**config.mk**
```make
export PLATFORM = sky130hd
export DESIGN_NAME = pfr_ctrl
export DESIGN_NICKNAME = d
export VERILOG_FILES = /design/src/sv/pfr_pkg.sv /design/src/sv/pfr_ctrl.sv
export SDC_FILE = /design/constraint.sdc
export NUM_CORES = 1
export LEC_CHECK = 0
export ABC_AREA = 1
export BUFFER_PORTS_ARGS = -buffer_cell sky130_fd_sc_hd__buf_2
export CAP_MARGIN = 20
export CORE_AREA = 4 4 41 43
export DETAILED_ROUTE_END_ITERATION = 10
export DIE_AREA = 0 0 45 47
export PLACE_DENSITY = 0.41
export SETUP_SLACK_MARGIN = 0.02
export SLEW_MARGIN = 15
export SYNTH_ARGS = -nofsm -noshare
export SYNTH_HDL_FRONTEND = slang
export SYNTH_SLANG_ARGS = --single-unit
```
**constraint.sdc**
```tcl
create_clock -name clk -period 1.1 [get_ports clk]
set_input_delay 0.22 -clock clk [delete_from_list [all_inputs] [get_ports clk]]
set_output_delay 0.22 -clock clk [all_outputs]
set_load 0.005 [all_outputs]
```
**src/sv/pfr_pkg.sv**
```systemverilog
// shared types and constants for the page framebuffer refresh block
// no dependencies
package pfr_pkg;

    localparam logic [1:0] REQ_DRAW  = 2'd0;
    localparam logic [1:0] REQ_TICK  = 2'd1;
    localparam logic [1:0] REQ_CLEAR = 2'd2;

    localparam logic [7:0] CMD_PAGE_BASE = 8'hB0;
    localparam logic [7:0] CMD_COL_LOW   = 8'h00;
    localparam logic [7:0] CMD_COL_HIGH  = 8'h10;
    localparam logic [7:0] HEADER_STEPS  = 8'd3;

    typedef struct packed {
        logic latch;
        logic clr_start;
        logic clr_step;
        logic draw_rd;
        logic draw_wr;
        logic tick_rd;
        logic tick_out;
    } pfr_cmd_t;

    typedef struct packed {
        logic in_range;
        logic clr_last;
    } pfr_stat_t;

endpackage

```
**src/sv/pfr_ctrl.sv**
```systemverilog
// request sequencer: clear sweep, draw read-modify-write, refresh read and emit
// depends on pfr_pkg
module pfr_ctrl (
    input  logic               clk,
    input  logic               rst_n,
    input  logic               start,
    input  logic [1:0]         req_type,
    input  pfr_pkg::pfr_stat_t stat,
    output pfr_pkg::pfr_cmd_t  cmd,
    output logic               busy
);

    typedef enum logic [2:0] {
        ST_CLEAR,
        ST_IDLE,
        ST_DRAW_RD,
        ST_DRAW_WR,
        ST_TICK_RD,
        ST_TICK_OUT
    } state_t;

    state_t state_reg, state_next;
    logic   busy_reg;

    always_comb
    begin
        state_next = state_reg;
        cmd        = '0;
        case (state_reg)
            ST_CLEAR:
            begin
                cmd.clr_step = 1'b1;
                if (stat.clr_last)
                begin
                    state_next = ST_IDLE;
                end
            end
            ST_IDLE:
            begin
                if (start)
                begin
                    cmd.latch = 1'b1;
                    case (req_type)
                        pfr_pkg::REQ_DRAW:  state_next = ST_DRAW_RD;
                        pfr_pkg::REQ_TICK:  state_next = ST_TICK_RD;
                        pfr_pkg::REQ_CLEAR:
                        begin
                            cmd.clr_start = 1'b1;
                            state_next    = ST_CLEAR;
                        end
                        default:            state_next = ST_IDLE;
                    endcase
                end
            end
            ST_DRAW_RD:
            begin
                if (stat.in_range)
                begin
                    cmd.draw_rd = 1'b1;
                    state_next  = ST_DRAW_WR;
                end
                else
                begin
                    state_next = ST_IDLE;
                end
            end
            ST_DRAW_WR:
            begin
                cmd.draw_wr = 1'b1;
                state_next  = ST_IDLE;
            end
            ST_TICK_RD:
            begin
                cmd.tick_rd = 1'b1;
                state_next  = ST_TICK_OUT;
            end
            ST_TICK_OUT:
            begin
                cmd.tick_out = 1'b1;
                state_next   = ST_IDLE;
            end
            default:
            begin
                state_next = ST_IDLE;
            end
        endcase
    end

    always_ff @(posedge clk or negedge rst_n)
    begin
        if (!rst_n)
        begin
            state_reg <= ST_CLEAR;
            busy_reg  <= 1'b1;
        end
        else
        begin
            state_reg <= state_next;
            busy_reg  <= (state_next != ST_IDLE);
        end
    end

    assign busy = busy_reg;

endmodule

```
[Yosys cells after proc, flatten, opt, wreduce, memory -nomap -nowiden]
Cells that the tools add are included.
Storage, ports and cells
  output and inout bits: 8
  flip-flop bits (word level): 4
  word-level logic and storage cells: 26
  input port bits: 7
Cells by class
  mux-type cells: 14
  reductions and logical operators: 2
  equal/unequal tests: 8
Operator list (count)
  3-bit one-hot mux with 4 select lines: 1
  3-bit one-hot mux with 3 select lines: 1
  1-bit 2-to-1 mux: 7
  3-bit by 2-bit equality test with 1-bit output (second input constant): 2
  3-bit equality test (second input constant): 2
  2-bit 2-to-1 mux: 3
  3-bit 2-to-1 mux: 2
  3-bit by 1-bit equality test with 1-bit output (second input constant): 1
  3-bit logical NOT: 1
  3-bit by 1-bit inequality test with 1-bit output (second input constant): 1
  2-bit by 1-bit equality test with 1-bit output (second input constant): 1
  2-bit equality test (second input constant): 1
  2-bit logical NOT: 1

[Logic depth before layout (Yosys ltp)]
  depth in word-level cells: 5
  mapped depth: 5
  depth with buffers taken out: 5

[Least setup slack after synthesis]
No wires, ideal clock.
  path kind: register to output
  from: reg state_reg[2]
  to: out cmd[5] (netlist name)
  stages on the path, launching flop included: 4
  path buffers: 0
  arrival: 880 ps
  path slack: 0 ps
  data required time: 880 ps
  cells stage by stage: dfrtp_1 -> nor2_2 -> nand2_1 -> nor4_1
RTL lines
  from (decl): RTL line pfr_ctrl.sv:22  | state_t state_reg, state_next;
  from (signal assigned): RTL line pfr_ctrl.sv:98  | state_reg <= state_next;
  to (decl): RTL line pfr_ctrl.sv:9  | output pfr_pkg::pfr_cmd_t cmd,

==> flow_summary_export.csv <==
group,metric,value,unit
run_status,status,"finished, violations left",
run_status,violations,"negative setup slack",
synth,synth_adder_area_share,0,%
synth,yosysTopAreaCellShare,27.3,%
place,hpwl,647,µm
route,routed_wl,849,µm
clock_network,cts_buffers,3,
floorplanning,die_y,47,µm
route,num_vias,351,
timing,worst_pin_slew,0.188,ns
route,viasPerCell,4.13,
floorplanning,initial_core_util,21.2,%
synth,yosys.area_share.simple,45.0,%
clock_network,cts-root-buf,"clkbuf_4",
synth,synth-seq-cells,4,
clock_network,clk_latency,0.23,ns
timing,fin_ws,-0.265,ns
synth,synth_compound_area_share,3.18,%
floorplanning,die_area,2120,µm²
finish,nFillCells,148,
route,drt_iter0_drc,2,
power,max-vdd-ir-drop,1.16,mV
finish,seqCellArea,105,µm²
critical_path,rrSetupSlack,-0.02,ns
synth,synthDistinctLibCells,13,
place,numPortBuffers,14,
timing,rsz0062_at_grt,"yes",
floorplanning,num_rows,13,
grt,grt_max_degree,8,
finish,layout-drive-gt1-share,67.1,%
synth,seq_area_frac_synth,36.8,%
synth,syn_area_per_cell,6.71,µm²
grt,antenna_found_initial,0,
grt,grt_pass1_wl,1360,µm
clock_network,cts_tree,"done",
finish,syn_to_final_growth,99.1,%
timing,max_freq,733,MHz
floorplanning,ioPinCount,15,
synth,synth_top_family_by_area,"simple AND/OR/NAND/NOR gates",
route,drtAntennaViolNets,0,
grt,grt_pass1_vias,346,
synth,syn_nets,48,
finish,layoutNonFillerInstCount,85,
synth,synth.mux.area_fraction,0,%
finish,largest_reg_flops,3,
critical_path,worstSetupPathType,"flip-flop to output port",
synth,synth_area,275,µm²
synth,synth_xor_area_share,0,%
synth,synthArstFlopShare,100,%
critical_path,crit_arrival,1.14,ns
finish,antenna_cells,0,
timing,min_period,1.36,ns
power,p_leak,0.318,nW
timing,drv_slew,0,
critical_path,regToRegStartpoint,"state_reg[1]$_DFF_PN0_",
critical_path,worstSetupStartpointType,"flip-flop",
synth,synth_edf_count,0,
critical_path,crit_required,0.88,ns
clock_network,cts.sink_count,4,
synth,synth.area.top_cells,"dfrtp_1 27%, inv_1 14%, nand2_1 11%, dfstp_2 9.5%, nand3_1 9.1%",
timing,fin_crit_sh,124,%
timing,timing.hold.ws,0.321,ns
clock_network,clkTransAtPathRegs,0.04,ns
min_path,hold_class,"input port to async pin",
clock_network,clk_path_buf_depth,2,
power,powerDensity,2210,nW/µm²
synth,ys_warn_count,0,
critical_path,critPathMaxFanout,4,
synth,synth_largest_area_cell,"dfrtp_1",
finish,nNetsFinal,78,
place,dp.cells,77,
route,drc,0,
place,globalplace.congestion,0.655,
synth,synth_most_common_cell,"inv_1",
floorplanning,die_w,45,µm
timing,hold_viol_final,0,
finish,multi_input_area,184,µm²
synth,synth_top_flop_cell,"dfrtp_1",
floorplanning,core-area,1300,µm²
run,drv_cap,0,
timing,timing.slew.headroom,87.4,%
critical_path,crit_start,"state_reg[1]$_DFF_PN0_",
route,dr.pass1.iters,4,
synth,synth_top_cells_by_count,"10 x inv_1, 8 x nand2_1, 5 x nand3_1",
timing,worst_clock_skew,0.000871,ns
synth,syn-instance-count,41,
route,wl_per_cell,9.99,µm
grt,grt_overflow,0,
critical_path,end_kind,"output port",
power,fin_total_pwr,1.21,mW
clock_network,htree_levels,1,
grt,grt_usage,9.11,%
timing,setup_viol,8,
[path summary, 6_finish.rpt]
| kind | endpoint | depth (start not counted) |
|---|---|---|
| worst max register to register | busy$_DFF_PN1_ | 6 |
| max in group asynchronous | busy$_DFF_PN1_ | 2 |
| worst min-delay path | state_reg[1]$_DFF_PN0_ | 2 |
| min in group clk | state_reg[0]$_DFF_PN0_ | 3 |
| worst max-delay path | cmd[5] | 4 |
| worst min register to register | busy$_DFF_PN1_ | 3 |
[cell type report]
class	count	area share, %
multi-input combinational	26	33.6
inverter	11	7.53
sequential	4	19.2
timing repair buffer	25	31.5
clock buffer	4	4.79
tap	15	3.42
[layout by cell type (no fill, tap or decap), drive strengths merged]
| cell | synthesis | final |
|---|---|---|
| clkbuf | 0 | 4 |
| nor2 | 7 | 7 |
| buf | 0 | 24 |
| a21oi | 1 | 1 |
| dfrtp | 3 | 3 |
| dfstp | 1 | 1 |
| nor3 | 3 | 3 |
| nor4 | 1 | 1 |
| nand2 | 8 | 8 |
| nand3 | 5 | 5 |
| nand4 | 1 | 1 |
| dlygate4sd3 | 0 | 1 |
| inv | 11 | 11 |
[through the flow]
stage / TNS, ns / utilization [%] / cell area (µm²) / setup slack (ns)
2_1_floorplan: 0 / - / 282 / 0.0495
3_3_place_gp: -0.0293 / 32.5 / 423 / -0.0110
3_5_place_dp: -0.0547 / 32.5 / 423 / -0.0303
4_1_cts: -1.63 / 38.4 / 499 / -0.285
5_1_grt: -2.26 / 42.1 / 548 / -0.339
6_report: -1.60 / 42.1 / 548 / -0.265
[power by group]
part / total [mW] / leakage, nW / switching, mW / internal (mW)
Clock: 0.199 / 0.0150 / 0.0623 / 0.136
Sequential: 0.311 / 0.0445 / 0.0851 / 0.226
Combinational: 0.704 / 0.258 / 0.325 / 0.379
[per-layer routing]
metal,wire (µm),vias up,GRT usage (%)
met5,0,-,0
met4,0,0,1.75
met3,40,0,4.60
met2,429,8,15.8
met1,379,160,10.1
li1,-,183,-
[kinds of logic (layout without fill, tap and decap cells)]
kind of cell           Yosys count  in the layout
flip-flops                       4              4
AND/OR/NAND/NOR                 25             25
AO/OA/AOI/OAI                    1              1
buffers and inverters           11             40
[critical path: stages, from the launching register on]
cell     delay (ns)
dfrtp_2        0.44
nor2_4         0.13
nand2_2        0.07
nor4_2         0.12
buf_2          0.15
[what timing repair did]
item / CTS / global route
resized for setup: 7 / 11
setup buffers: 2 / 2
hold buffers: 1 / 0
endpoints found under the hold margin: 4 / 0
pin swaps: 4 / 7
endpoints found under the setup margin: 8 / 11
(Power assumes the default switching activity.)
